==> src/hdl/mnbd_pkg.sv <==
// ----------------------------------------------------------------------------
// Mangled-name byte decoder package
// Shared types and constants: the escape phase encoding, the entry that
// carries the results of one item from the front to the back, and the
// default depth of the queue between them.
// ----------------------------------------------------------------------------
package mnbd_pkg;

  // Default number of entries in the queue between front and back.
  localparam int QUEUE_DEPTH_DEF = 4;

  // Largest number of results that one item can cause.
  localparam int MAX_RESULTS = 3;

  // Escape decoding phase.
  typedef enum logic [1:0] {
    PH_PLAIN = 2'd0,  // plain bytes
    PH_ESC   = 2'd1,  // an underscore was seen
    PH_UNI   = 2'd2,  // gathering the four digits of a "_u" escape
    PH_HEX   = 2'd3   // holding the first digit of a "_XY" escape
  } phase_t;

  // The results of one item: up to three bytes, or one empty marker.
  typedef struct packed {
    logic [MAX_RESULTS-1:0][7:0] bytes;     // bytes[0] goes out first
    logic [1:0]                  count;     // number of results, 1 to 3
    logic                        has_byte;  // 0 for the empty end-of-name marker
    logic                        name_end;  // the item closes the name
  } entry_t;

endpackage

==> src/hdl/mnbd_front.sv <==
// ----------------------------------------------------------------------------
// Mangled-name byte decoder front end
// Accepts one raw byte per cycle while the result queue is not full, runs the
// escape decoder and the signature and descriptor rewrites, and writes the
// decoded bytes of the item as one entry into the result queue.
// ----------------------------------------------------------------------------
module mnbd_front (
  input  logic            clk,
  input  logic            rst,
  input  logic            push,
  input  logic            full,
  input  logic [7:0]      name_byte,
  input  logic            name_last,
  input  logic            raw_name,
  input  logic            cfg_valid,
  output logic            cfg_ready,
  input  logic            descriptor_mode,
  output logic            q_wr,
  output mnbd_pkg::entry_t q_data
);
  import mnbd_pkg::*;

  // Character codes.
  localparam logic [7:0] CH_UNDERSCORE = 8'h5F;
  localparam logic [7:0] CH_LOWER_U    = 8'h75;
  localparam logic [7:0] CH_A          = 8'h41;
  localparam logic [7:0] CH_LBRACKET   = 8'h5B;
  localparam logic [7:0] CH_BAR        = 8'h7C;
  localparam logic [7:0] CH_L          = 8'h4C;
  localparam logic [7:0] CH_SEMI       = 8'h3B;
  localparam logic [7:0] CH_LPAREN     = 8'h28;
  localparam logic [7:0] CH_RPAREN     = 8'h29;
  localparam logic [7:0] CH_ZERO       = 8'h30;
  localparam logic [7:0] CH_NINE       = 8'h39;
  // Offsets that map 'A' and 'a' to the digit value ten.
  localparam logic [7:0] UPPER_BASE    = 8'h37;
  localparam logic [7:0] LOWER_BASE    = 8'h57;
  // UTF-8 range limits and lead bytes.
  localparam logic [15:0] UTF8_ONE_MAX = 16'h007F;
  localparam logic [15:0] UTF8_TWO_MAX = 16'h07FF;
  localparam logic [2:0]  LEAD2_TAG    = 3'b110;
  localparam logic [3:0]  LEAD3_TAG    = 4'b1110;
  localparam logic [1:0]  CONT_TAG     = 2'b10;
  localparam logic [1:0]  SPLIT_SIG    = 2'd2;
  localparam logic [1:0]  LAST_DIGIT   = 2'd3;

  // Registers.
  phase_t      phase;
  logic [15:0] hex_gather;
  logic [1:0]  digit_count;
  logic [1:0]  split_count;
  logic        prim_flag;
  logic        leading_a_run;
  logic        desc_mode;

  // Next values.
  phase_t      phase_next;
  logic [15:0] hex_gather_next;
  logic [1:0]  digit_count_next;
  logic [1:0]  split_count_next;
  logic        prim_flag_next;
  logic        leading_a_run_next;

  // Decode intermediates.
  logic        accept;
  logic [7:0]  digit_up;
  logic [7:0]  digit_lo;
  logic [15:0] code_point;
  logic [7:0]  hex_byte;
  logic [1:0]  split_hex;
  logic [MAX_RESULTS-1:0][7:0] dec_bytes;
  logic [1:0]  dec_count;
  logic        lead_hit;

  // The primitive flag after a byte: 'L' clears it, and in the signature
  // section ';', '(' and ')' set it.
  function automatic logic upd_prim(input logic [7:0] ch, input logic [1:0] split,
                                    input logic prim);
    logic res;
    res = prim;
    if (ch == CH_L) begin
      res = 1'b0;
    end else if ((ch == CH_SEMI || ch == CH_LPAREN || ch == CH_RPAREN) &&
                 split == SPLIT_SIG) begin
      res = 1'b1;
    end
    return res;
  endfunction

  assign accept    = push && !full;
  assign cfg_ready = 1'b1;

  // Hex digit values; out-of-range digits wrap modulo 256.
  assign digit_up   = (name_byte <= CH_NINE) ? name_byte - CH_ZERO : name_byte - UPPER_BASE;
  assign digit_lo   = (name_byte <= CH_NINE) ? name_byte - CH_ZERO : name_byte - LOWER_BASE;
  assign code_point = {hex_gather[11:0], 4'h0} | {8'h00, digit_lo};
  assign hex_byte   = {hex_gather[3:0], 4'h0} + digit_up;
  assign split_hex  = (hex_byte == CH_BAR && split_count != SPLIT_SIG) ?
                      split_count + 2'd1 : split_count;

  // Next escape phase.
  always_comb begin
    phase_next = phase;
    if (!raw_name) begin
      unique case (phase)
        PH_ESC: begin
          if (name_byte == CH_UNDERSCORE) begin
            phase_next = PH_PLAIN;
          end else if (name_byte == CH_LOWER_U) begin
            phase_next = PH_UNI;
          end else begin
            phase_next = PH_HEX;
          end
        end
        PH_UNI: begin
          phase_next = (digit_count == LAST_DIGIT) ? PH_PLAIN : PH_UNI;
        end
        PH_HEX: begin
          phase_next = PH_PLAIN;
        end
        PH_PLAIN: begin
          phase_next = (name_byte == CH_UNDERSCORE) ? PH_ESC : PH_PLAIN;
        end
        default: begin
          phase_next = PH_PLAIN;
        end
      endcase
    end
  end

  // Decoded bytes and the data state that goes with them.
  always_comb begin
    dec_bytes        = '0;
    dec_count        = 2'd0;
    hex_gather_next  = hex_gather;
    digit_count_next = digit_count;
    split_count_next = split_count;
    prim_flag_next   = prim_flag;
    if (raw_name) begin
      dec_bytes[0] = name_byte;
      dec_count    = 2'd1;
    end else begin
      unique case (phase)
        PH_ESC: begin
          if (name_byte == CH_UNDERSCORE) begin
            dec_bytes[0] = CH_UNDERSCORE;
            dec_count    = 2'd1;
          end else if (name_byte == CH_LOWER_U) begin
            hex_gather_next  = '0;
            digit_count_next = 2'd0;
          end else begin
            hex_gather_next = {12'h000, digit_up[3:0]};
          end
        end
        PH_UNI: begin
          hex_gather_next = code_point;
          if (digit_count == LAST_DIGIT) begin
            digit_count_next = 2'd0;
            if (code_point <= UTF8_ONE_MAX) begin
              dec_bytes[0] = code_point[7:0];
              dec_count    = 2'd1;
            end else if (code_point <= UTF8_TWO_MAX) begin
              dec_bytes[0] = {LEAD2_TAG, code_point[10:6]};
              dec_bytes[1] = {CONT_TAG, code_point[5:0]};
              dec_count    = 2'd2;
            end else begin
              dec_bytes[0] = {LEAD3_TAG, code_point[15:12]};
              dec_bytes[1] = {CONT_TAG, code_point[11:6]};
              dec_bytes[2] = {CONT_TAG, code_point[5:0]};
              dec_count    = 2'd3;
            end
          end else begin
            digit_count_next = digit_count + 2'd1;
          end
        end
        PH_HEX: begin
          dec_bytes[0]     = hex_byte;
          dec_count        = 2'd1;
          split_count_next = split_hex;
          prim_flag_next   = upd_prim(hex_byte, split_hex, prim_flag);
        end
        PH_PLAIN: begin
          if (name_byte != CH_UNDERSCORE) begin
            dec_count = 2'd1;
            if (split_count != SPLIT_SIG) begin
              dec_bytes[0] = name_byte;
            end else begin
              prim_flag_next = upd_prim(name_byte, split_count, prim_flag);
              dec_bytes[0]   = (prim_flag_next && name_byte == CH_A) ? CH_LBRACKET : name_byte;
            end
          end
        end
        default: begin
          dec_count = 2'd0;
        end
      endcase
    end
  end

  // Leading 'A' run: only the first byte of an item can be 'A', since the
  // continuation bytes of a longer UTF-8 sequence never are.
  assign lead_hit           = leading_a_run && dec_count != 2'd0 && dec_bytes[0] == CH_A;
  assign leading_a_run_next = (dec_count == 2'd0) ? leading_a_run : lead_hit;

  // Queue entry: the decoded bytes, or an empty marker at a silent name end.
  always_comb begin
    q_data = '0;
    if (dec_count == 2'd0) begin
      q_data.count    = 2'd1;
      q_data.has_byte = 1'b0;
      q_data.name_end = 1'b1;
    end else begin
      q_data.bytes    = dec_bytes;
      q_data.count    = dec_count;
      q_data.has_byte = 1'b1;
      q_data.name_end = name_last;
      if (lead_hit && desc_mode) begin
        q_data.bytes[0] = CH_LBRACKET;
      end
    end
  end

  assign q_wr = accept && (dec_count != 2'd0 || name_last);

  // Decoder state; the last byte of a name returns it to the reset values.
  always_ff @(posedge clk) begin
    if (rst) begin
      phase         <= PH_PLAIN;
      hex_gather    <= '0;
      digit_count   <= '0;
      split_count   <= '0;
      prim_flag     <= 1'b1;
      leading_a_run <= 1'b1;
    end else if (accept) begin
      if (name_last) begin
        phase         <= PH_PLAIN;
        hex_gather    <= '0;
        digit_count   <= '0;
        split_count   <= '0;
        prim_flag     <= 1'b1;
        leading_a_run <= 1'b1;
      end else begin
        phase         <= phase_next;
        hex_gather    <= hex_gather_next;
        digit_count   <= digit_count_next;
        split_count   <= split_count_next;
        prim_flag     <= prim_flag_next;
        leading_a_run <= leading_a_run_next;
      end
    end
  end

  // Descriptor mode register.
  always_ff @(posedge clk) begin
    if (rst) begin
      desc_mode <= 1'b0;
    end else if (cfg_valid && cfg_ready) begin
      desc_mode <= descriptor_mode;
    end
  end

  // The separator count saturates at two.
  a_split_sat: assert property (@(posedge clk) disable iff (rst)
    split_count != 2'd3)
    else $error("separator count passed its saturation value");

  // A name end leaves the decoder in its reset state.
  a_name_clear: assert property (@(posedge clk) disable iff (rst)
    accept && name_last |=> phase == PH_PLAIN && split_count == 2'd0 &&
                            prim_flag && leading_a_run)
    else $error("decoder state not cleared after the last byte of a name");

  // Digits are counted only while a "_u" escape is being gathered.
  a_digit_phase: assert property (@(posedge clk) disable iff (rst)
    digit_count != 2'd0 |-> phase == PH_UNI)
    else $error("digit count set outside a unicode escape");

endmodule

==> src/hdl/mnbd_queue.sv <==
// ----------------------------------------------------------------------------
// Mangled-name byte decoder result queue
// A short first-in first-out queue of decoded entries that lets the front
// take new bytes while the back is still sending earlier results.
// ----------------------------------------------------------------------------
module mnbd_queue #(
  parameter int DEPTH = mnbd_pkg::QUEUE_DEPTH_DEF
) (
  input  logic             clk,
  input  logic             rst,
  input  logic             wr,
  input  mnbd_pkg::entry_t wr_data,
  output logic             full,
  input  logic             rd,
  output mnbd_pkg::entry_t rd_data,
  output logic             rd_valid
);
  import mnbd_pkg::*;

  localparam int PTR_W = (DEPTH > 1) ? $clog2(DEPTH) : 1;
  localparam int CNT_W = $clog2(DEPTH + 1);
  localparam logic [PTR_W-1:0] PTR_LAST = PTR_W'(DEPTH - 1);
  localparam logic [CNT_W-1:0] CNT_FULL = CNT_W'(DEPTH);

  entry_t           slots [DEPTH];
  logic [PTR_W-1:0] wr_ptr;
  logic [PTR_W-1:0] rd_ptr;
  logic [CNT_W-1:0] count;
  logic             do_wr;
  logic             do_rd;

  assign full     = (count == CNT_FULL);
  assign rd_valid = (count != '0);
  assign rd_data  = slots[rd_ptr];
  assign do_wr    = wr && !full;
  assign do_rd    = rd && rd_valid;

  // Entry storage.
  always_ff @(posedge clk) begin
    if (do_wr) begin
      slots[wr_ptr] <= wr_data;
    end
  end

  // Pointers and fill count.
  always_ff @(posedge clk) begin
    if (rst) begin
      wr_ptr <= '0;
      rd_ptr <= '0;
      count  <= '0;
    end else begin
      if (do_wr) begin
        wr_ptr <= (wr_ptr == PTR_LAST) ? '0 : wr_ptr + 1'b1;
      end
      if (do_rd) begin
        rd_ptr <= (rd_ptr == PTR_LAST) ? '0 : rd_ptr + 1'b1;
      end
      if (do_wr && !do_rd) begin
        count <= count + 1'b1;
      end else if (do_rd && !do_wr) begin
        count <= count - 1'b1;
      end
    end
  end

  // The fill count stays within the depth.
  a_count_range: assert property (@(posedge clk) disable iff (rst)
    count <= CNT_FULL)
    else $error("queue fill count beyond its depth");

  // A write with no read grows the queue by one.
  a_count_up: assert property (@(posedge clk) disable iff (rst)
    do_wr && !do_rd |=> count == $past(count) + 1'b1)
    else $error("queue fill count did not follow a write");

  // Every stored entry carries at least one result.
  a_entry_count: assert property (@(posedge clk) disable iff (rst)
    rd_valid |-> rd_data.count != 2'd0)
    else $error("queue entry with no results");

endmodule

==> src/hdl/mnbd_back.sv <==
// ----------------------------------------------------------------------------
// Mangled-name byte decoder back end
// Takes entries from the result queue and sends their results one at a time
// through an output register, marking the last result of each item and of
// each name.
// ----------------------------------------------------------------------------
module mnbd_back (
  input  logic             clk,
  input  logic             rst,
  input  mnbd_pkg::entry_t head,
  input  logic             head_valid,
  output logic             head_pop,
  output logic             empty,
  input  logic             pop,
  output logic [7:0]       out_byte,
  output logic             byte_valid,
  output logic             run_last,
  output logic             name_end
);
  import mnbd_pkg::*;

  logic       out_valid;
  logic [1:0] idx;
  logic       pop_fire;
  logic       load;
  logic       final_one;
  logic [7:0] sel_byte;

  assign empty     = !out_valid;
  assign pop_fire  = pop && out_valid;
  assign load      = head_valid && (!out_valid || pop_fire);
  assign final_one = (idx + 2'd1 == head.count);
  assign head_pop  = load && final_one;

  // Byte of the head entry that goes out next.
  always_comb begin
    case (idx)
      2'd0:    sel_byte = head.bytes[0];
      2'd1:    sel_byte = head.bytes[1];
      2'd2:    sel_byte = head.bytes[2];
      default: sel_byte = '0;
    endcase
  end

  // Position within the head entry.
  always_ff @(posedge clk) begin
    if (rst) begin
      idx <= '0;
    end else if (load) begin
      idx <= final_one ? 2'd0 : idx + 2'd1;
    end
  end

  // Output register valid flag.
  always_ff @(posedge clk) begin
    if (rst) begin
      out_valid <= 1'b0;
    end else if (load) begin
      out_valid <= 1'b1;
    end else if (pop_fire) begin
      out_valid <= 1'b0;
    end
  end

  // Output register payload.
  always_ff @(posedge clk) begin
    if (load) begin
      out_byte   <= sel_byte;
      byte_valid <= head.has_byte;
      run_last   <= final_one;
      name_end   <= final_one && head.name_end;
    end
  end

endmodule

==> src/hdl/mangled_name_byte_decoder.sv <==
// ----------------------------------------------------------------------------
// Mangled-name byte decoder
// Top level: front decoder, result queue and result serializer.
// ----------------------------------------------------------------------------
// The block takes one byte of a mangled name per cycle on push/full and
// delivers the decoded bytes on empty/pop, one result per cycle while pop is
// held. An item is accepted in every cycle in which the result queue has room
// (QUEUE_DEPTH entries, at most one entry per item); the item is decoded in
// the cycle it is accepted, and its results pass through a queue slot and the
// output register before they can be taken. An item causes zero to three
// results; the single result port sets the sustained rate at one result per
// cycle, so a three-byte "_u" escape holds the output while the queue keeps
// absorbing input. descriptor_mode is written through cfg_valid/cfg_ready
// (always ready) and should only change while no name is in flight.
module mangled_name_byte_decoder #(
  parameter int QUEUE_DEPTH = mnbd_pkg::QUEUE_DEPTH_DEF
) (
  input  logic       clk,
  input  logic       rst,
  input  logic       push,
  output logic       full,
  input  logic [7:0] name_byte,
  input  logic       name_last,
  input  logic       raw_name,
  output logic       empty,
  input  logic       pop,
  output logic [7:0] out_byte,
  output logic       byte_valid,
  output logic       run_last,
  output logic       name_end,
  input  logic       cfg_valid,
  output logic       cfg_ready,
  input  logic       descriptor_mode
);
  import mnbd_pkg::*;

  logic   q_wr;
  entry_t q_wr_data;
  logic   q_rd;
  entry_t q_head;
  logic   q_valid;

  // Byte decoder.
  mnbd_front u_front (
    .clk             (clk),
    .rst             (rst),
    .push            (push),
    .full            (full),
    .name_byte       (name_byte),
    .name_last       (name_last),
    .raw_name        (raw_name),
    .cfg_valid       (cfg_valid),
    .cfg_ready       (cfg_ready),
    .descriptor_mode (descriptor_mode),
    .q_wr            (q_wr),
    .q_data          (q_wr_data)
  );

  // Queue of decoded entries.
  mnbd_queue #(
    .DEPTH (QUEUE_DEPTH)
  ) u_queue (
    .clk      (clk),
    .rst      (rst),
    .wr       (q_wr),
    .wr_data  (q_wr_data),
    .full     (full),
    .rd       (q_rd),
    .rd_data  (q_head),
    .rd_valid (q_valid)
  );

  // Result serializer.
  mnbd_back u_back (
    .clk        (clk),
    .rst        (rst),
    .head       (q_head),
    .head_valid (q_valid),
    .head_pop   (q_rd),
    .empty      (empty),
    .pop        (pop),
    .out_byte   (out_byte),
    .byte_valid (byte_valid),
    .run_last   (run_last),
    .name_end   (name_end)
  );

endmodule
==> config.mk <==
export PLATFORM = sky130hd
export DESIGN_NAME = mangled_name_byte_decoder
export DESIGN_NICKNAME = d
export VERILOG_FILES = /design/src/hdl/mnbd_pkg.sv /design/src/hdl/mnbd_front.sv /design/src/hdl/mnbd_queue.sv /design/src/hdl/mnbd_back.sv /design/src/hdl/mangled_name_byte_decoder.sv
export SDC_FILE = /design/constraint.sdc
export NUM_CORES = 1
export LEC_CHECK = 0
export BUFFER_PORTS_ARGS = -buffer_cell sky130_fd_sc_hd__buf_4
export CELL_PAD_IN_SITES_DETAIL_PLACEMENT = 1
export CELL_PAD_IN_SITES_GLOBAL_PLACEMENT = 2
export CORE_MARGIN = 1
export CORE_UTILIZATION = 30
export DETAILED_ROUTE_END_ITERATION = 6
export PLACE_DENSITY = 0.63
export SLEW_MARGIN = 20
export SYNTH_ARGS = -nofsm -noshare
export SYNTH_HDL_FRONTEND = slang
export SYNTH_SLANG_ARGS = --single-unit
==> constraint.sdc <==
create_clock -name clk -period 3.8 [get_ports clk]
set_clock_uncertainty 0.1 [all_clocks]
set_input_delay 0.76 -clock clk [delete_from_list [all_inputs] [get_ports clk]]
set_output_delay 0.76 -clock clk [all_outputs]
set_load 0.01 [all_outputs]
-- Word level (Yosys, flattened, before mapping)
Memory sizes are Yosys's and may differ from the RTL's. A register that Yosys moved wholly into a read port is not among the register bits.
Cells that the tools add are included.
Widths: inputs -> output; s select.
- register bits after elaboration: 42
- bits in latches: 0
- RAM bits: 112
- bits in read-only memories: 0
- input port bits: 16
- output and inout bits: 14
- logic and storage cells: 182
- memories: 1
- memories (name ; depth ; bits a word ; rd ports ; clocked after memory_dff ; write ports ; line ; source):
    u_queue.slots ; 4 ; 28 ; 1 ; 1 ; 1 ; mnbd_queue.sv:25 ; entry_t slots [DEPTH];
- add/subtract/negate cells: 11
- $mul: 0
- divide/modulo/power cells: 0
- order comparisons: 3
- equality and inequality tests: 34
- shift-type cells: 0
- multiplexer cells: 73
- bitwise gates (word level): 1
- reduce and logical (&&, ||, !) cells: 43
- operator list (kind ; count):
    $mux 8 ; 9
    $eq 8x7->1 const B ; 7
    $eq 8x6->1 const B ; 6
    $mux 16 ; 3
    $mux 24 ; 2
    $mux 2 ; 21
    $mux 12 ; 3
    $pmux 8 s4 ; 1
    $pmux 12 s2 ; 1
    $pmux 8 s3 ; 1
    $mux 1 ; 22
    $logic_and 1x1->1 ; 17
    $eq 2x2->1 const B ; 8
    $le 16x11->1 const B ; 1
    $le 16x7->1 const B ; 1
    $or 16x8->16 ; 1
    $pmux 2 s4 ; 2
    $sub 8x6->8 const B ; 2
    $mux 14 ; 1
    $add 2x1->2 const B ; 5
    $reduce_bool 3->1 ; 3
    $add 8x8->8 ; 1
    $le 8x6->1 const B ; 1
    $mux 4 ; 2
    24 further kinds ; 44

-- Logic depth before layout (Yosys ltp)
- depth in word-level cells: 21
- depth in mapped cells: 16
- depth with buffers taken out: 15

-- Modules after synthesis
From an unflattened synthesis, not the netlist that was laid out.
- cell total of the unflattened synthesis: 624
- area total of the unflattened synthesis: 7872.6 um^2
- by module, submodules not included (module ; times used ; cells an instance ; area each (um^2) ; seq. area each (um^2)):
    mnbd_queue ; 1 ; 196 ; 4543.1 ; 3543.4
    mnbd_front ; 1 ; 373 ; 2636.3 ; 420.4
    mnbd_back ; 1 ; 55 ; 693.2 ; 390.4

-- Worst setup path after synthesis
OpenSTA, ideal clock, no wires.
- path type: input -> register
- start: input port name_byte[4]
- end: register u_front.prim_flag
- setup time: 0.072 ns
- data arrival time: 3.741 ns
- required time: 3.628 ns
- slack: -0.113 ns
- stages on the path: 15
- cells stage by stage: ha_1 buf_4 and2_1 a21o_1 buf_6 nand3_1 o21a_1 inv_1 fa_1 xnor2_1 a21boi_0 nand4b_4 o41a_1 o32ai_2 mux2i_1
- cells in the longest elaborated chain, start to end: 15
- elaborated cells between the ends (all ways): 39
- classes of those cells: add/sub (3); order compare (1); eq/ne (13); mux (14); reduce/logical (8)
- ends and longest elaborated chain (item ; line ; source):
    start, declared ; mangled_name_byte_decoder.sv:22 ; input logic [7:0] name_byte,
    parallel branches: the longest is 15 deep, another holds $sub 8x6->8 ; -- ;
    end signal, assigned ; mnbd_front.sv:247 ; prim_flag <= prim_flag_next;
    end, declared ; mnbd_front.sv:52 ; logic prim_flag;
Several ways; the timed one is not identified. The select of a mux whose other input is x is not followed.
A chain may end at the register's enable or synchronous reset.

-- Worst setup path after layout
- start: input port name_byte[0]
- end: register u_front.prim_flag
Same word-level chain as after synthesis.

==> results.txt <==
Dividing the detail-routed wire length by the instance count gives 20.6 um. The fraction of synthesis flops using an asynchronous set or reset pin came out at 0%. The endpoint type of the worst setup path is a flip-flop. The total negative slack for setup checks is 0 ps.

Setup violations remaining at the end of the flow were counted as 0. The relative area change from synthesis to final layout is 20.2%. The fill cell instance count of the final layout came out at around 2700. After layout, the worst path uses 94.7% of the clock period. Global routing used approximately 17% of the available tracks across all layers.

The net count after synthesis is approximately 660. The share of total power consumed by net switching came out at 29.9%. The peak per-stage delay on the critical path is around 420 ps. STA classifies the critical path startpoint as an input pin.

The global-route wire length before repair is around 33000 um. The max-capacitance violation count came out at 0. Traced cell by cell, the critical path runs through buf_4, ha_1, a21oi_1, nand2_1, xnor2_1, ha_1, inv_1, fa_1, xnor2_1, a21boi_2, nand4b_4, o41a_1, o32ai_2, mux2i_1. The proportion of layout cells with a drive suffix above 1 is between 20% and 30%.

The number of antenna-violating nets in the routed design is 0. The netlist area before placement is between 7000 and 8000 um^2. The synthesized area per cell is about 12 um^2. The total met2 wirelength after detailed routing came out at about 11000 um. The detailed-route DRC error count is 0. The first-pass iteration count of the detailed router is 4. The arrival time of data at the critical path endpoint came out at approximately 3900 ps. The level count of the clock H-tree is 4. The endpoint required time on the critical path came out at ~4100 ps.

The synthesis warning total came out at 0. After the first detailed-routing iteration, the DRC count stood at between 200 and 250. The number of pins with negative max-slew slack in the final report is 0. The clock passes through at most 2 buffers. The maximum clock rate is between 0.2 and 0.3 GHz.

The routed wire length is 21100 um. The via count normalized by instance count came out at approximately 5.2. The via count of the first global-routing pass was 5719. The tree is rooted in a clkbuf_16.

The highest metal layer carrying signal wires in the routed design is met4. The overall via count from detail_route came out at approximately 5300. The number of gates resized after cts came out at 0. The leakage power total is 3.33 nW. Setup repair after global routing left no endpoint under its margin. The part of the power in registers is a little over two fifths. The global-route congestion overflow total came out at 0. Of the synthesized area, sequential elements account for 55.0%.

In the detailed route, the total length drawn on met3 is 803 um. VDD sags by at most 0.335 mV. The transition time of the tightest slew-check pin came out at 791 ps.

The number of top-level design ports came out at 30. The total count of hold-check failures in the final report is 0. The overall die area came out at about 26000 um^2. The number of post-CTS setup repair buffers came out at 0. The min-delay analysis places its worst path in the category reg -> reg. The run finished with clean final reports. The biggest fanout along the worst timing path came out at 4. The number of antenna violations at the first check in global routing came out at 0. The TritonCTS buffer count is 17. The clock latency of the later-clocked register in the worst-skew pair is about 430 ps. The cell count after synthesis is 614. The number of I/O port buffers is 28. The post-route met1 wirelength is approximately 9100 um. The largest net degree at the start of global routing is 34. Yosys mapped a number of flops with a built-in enable equal to approximately 120. The clock-pin transition on the worst setup and hold timing paths came out at around 70 ps. After routing the design area is approximately 9000 um^2. The combinational group share of total power is roughly 26%. The worst hold path was traced through 2 stages. The placer's final routability congestion estimate came out at about 0.84. Counting flops and latches in the post-synthesis netlist gives around 150.

The number of core rows came out at 57. The shortest clock period the worst path allows after layout is ~3600 ps. The path depth of the worst reg2reg path is 10. The final layout contains between 700 and 800 nets. The total clock sinks is between 100 and 150.

The starting density of the core came out at a little over 30%. Headroom to the max-slew limit came out at around 47%. The internal power is 0.00348 W. The HPWL after detailed placement is ~15000 um. The antenna diode instance count is 0. TritonCTS built the clock tree. After floorplanning, the core was sized to cover between 20000 and 25000 um^2. On the critical path, the stage with the largest delay is an instance of o41a_1. The count of hold-fix buffers inserted at cts is 0. The placed cell area is between 8000 and 9000 um^2.

The chip width is approximately 160 um. The number of different library cells in the post-synthesis netlist is 70. The clock network fraction of design power is between 30% and 40%.

The analysis attributes to net switching a power of about 0.0015 W. The vertical die dimension came out at 160 um. For this run, the leading register cell type out of synthesis is edfxtp_1. By startpoint and endpoint, the worst setup path is classified as in -> reg.

The cell area power density came out at roughly 550 nW/um^2.
placed cells by master (no fill, tap or decap), types with 4 or more instances in the layout:
cell type,count
o21ai_0,16
edfxtp_1,115
ha_1,24
inv_1,32
a31oi_1,8
o21ai_1,5
clkinv_4,4
mux2i_1,13
nor3_1,10
xor2_1,4
nand3_1,10
a21o_1,9
buf_12,4
nand2b_1,9
nor2b_1,4
buf_4,82
inv_6,4
nor2_1,59
and2_1,12
clkbuf_16,17
a211oi_1,8
a21oi_1,39
o211ai_1,9
nand2_1,37
nor4_1,9
and3_1,4
mux4_2,25
dfxtp_1,32
a22oi_1,20
xnor2_1,5
flip-flops by register name, indices dropped and copies added (netlist names), named ones only:
name                   flops
u_queue.count              3
u_front.phase              2
u_front.split_count        2
u_front.hex_gather        12
u_back.idx                 2
u_back.name_end            1
u_front.leading_a_run      1
u_back.byte_valid          1
u_queue.rd_ptr             2
u_front.desc_mode          1
u_front.digit_count        2
u_back.out_valid           1
u_back.run_last            1
u_queue.wr_ptr             2
u_queue.slots            104
u_back.out_byte            8
u_front.prim_flag          1
cell families (layout without fill, tap and decap cells):
family          Yosys count  after routing  synth area share (%)
simple gates            174            174                  11.9
other cells               1              1                0.0501
buf+inv                  65            150                  3.86
flops                   148            148                  55.0
compound gates          151            151                  13.8
fa+ha+maj                26             26                  4.55
xor+xnor                 10             10                  1.27
mux                      39             39                  9.56
final timing paths:
path	startpoint	slack (ps)	endpoint
max	name_byte[0]	200	u_front.prim_flag
min	u_back.out_valid	370	u_back.out_valid
max reg2reg	flip-flop	760	u_queue.count[2]
min reg2reg	u_back.out_valid	370	u_back.out_valid
through the flow:
stage | util [%] | power (W) | cells | hold slack, ps | setup slack [ps]
4_1_cts | 36.9 | 0.00503 | 1023 | 376 | 224
2_1_floorplan | - | 0.00292 | 614 | 332 | 10.5
3_5_place_dp | 34.5 | 0.00341 | 991 | 367 | -195
5_1_grt | 36.9 | 0.00520 | 1023 | 415 | 8.45
3_3_place_gp | 34.5 | 0.00336 | 991 | 347 | -47.2
6_report | 36.9 | 0.00496 | 1023 | 372 | 201
synth_stat cells, drive strengths merged, types with 3 or more instances:
| cell type | count | area, um^2 |
|---|---|---|
| and2 | 12 | 75.1 |
| mux4 | 25 | 563 |
| nor2 | 59 | 221 |
| edfxtp | 115 | 3450 |
| nor2b | 4 | 25.0 |
| buf | 15 | 101 |
| nand3 | 10 | 50.1 |
| nand2b | 9 | 56.3 |
| xnor2 | 6 | 60.1 |
| a221oi | 3 | 26.3 |
| o21ai | 21 | 105 |
| and3 | 4 | 25.0 |
| o31ai | 3 | 22.5 |
| a211oi | 8 | 60.1 |
| dfxtp | 33 | 661 |
| a22oi | 20 | 150 |
| ha | 24 | 300 |
| inv | 32 | 120 |
| o21a | 3 | 22.5 |
| a31oi | 8 | 50.1 |
| a21oi | 39 | 195 |
| nand2 | 37 | 139 |
| and4bb | 3 | 37.5 |
| mux2i | 14 | 153 |
| a311oi | 3 | 32.5 |
| o211ai | 9 | 67.6 |
| a21o | 9 | 67.6 |
| xor2 | 4 | 35.0 |
| nor4 | 9 | 56.3 |
| nand3b | 3 | 22.5 |
| a31o | 3 | 26.3 |
| clkbuf | 18 | 67.6 |
| nor3 | 11 | 66.3 |
| or4 | 5 | 45.0 |
critical path, delay by kind of cell:
| kind | cells | cell delay, ps |
|---|---|---|
| adders and majority gates | 3 | 800 |
| xor gates and xnor gates | 2 | 470 |
| muxes | 1 | 220 |
| buffers and inverters | 2 | 190 |
| and+or+nand+nor | 2 | 240 |
| AOI/OAI and AO/OA | 4 | 1170 |
power by group through the flow:
stage | Sequential (W) | Combinational [W] | Clock [W]
2_1_floorplan | 0.00210 | 0.000817 | 0
3_3_place_gp | 0.00211 | 0.00125 | 0
3_5_place_dp | 0.00212 | 0.00129 | 0
4_1_cts | 0.00208 | 0.00130 | 0.00165
5_1_grt | 0.00210 | 0.00139 | 0.00171
6_report | 0.00208 | 0.00127 | 0.00161
routing by layer:
metal,track usage [%],vias up
met1,21.0,2691
met5,0,-
li1,-,2485
met2,30.3,96
met4,6.45,0
met3,2.86,27
final cells by class:
cell class / count / area (um^2) / share of cell area [%]
well taps: 324 / 405 / 4.51
multi-input cells: 401 / 3080 / 34.3
inverters: 32 / 120 / 1.34
clock inverters: 15 / 146 / 1.63
repair buffers: 86 / 696 / 7.74
flip-flops and latches: 148 / 4120 / 45.8
clock buffers: 17 / 425 / 4.73
Power figures use the tool's default switching activity.
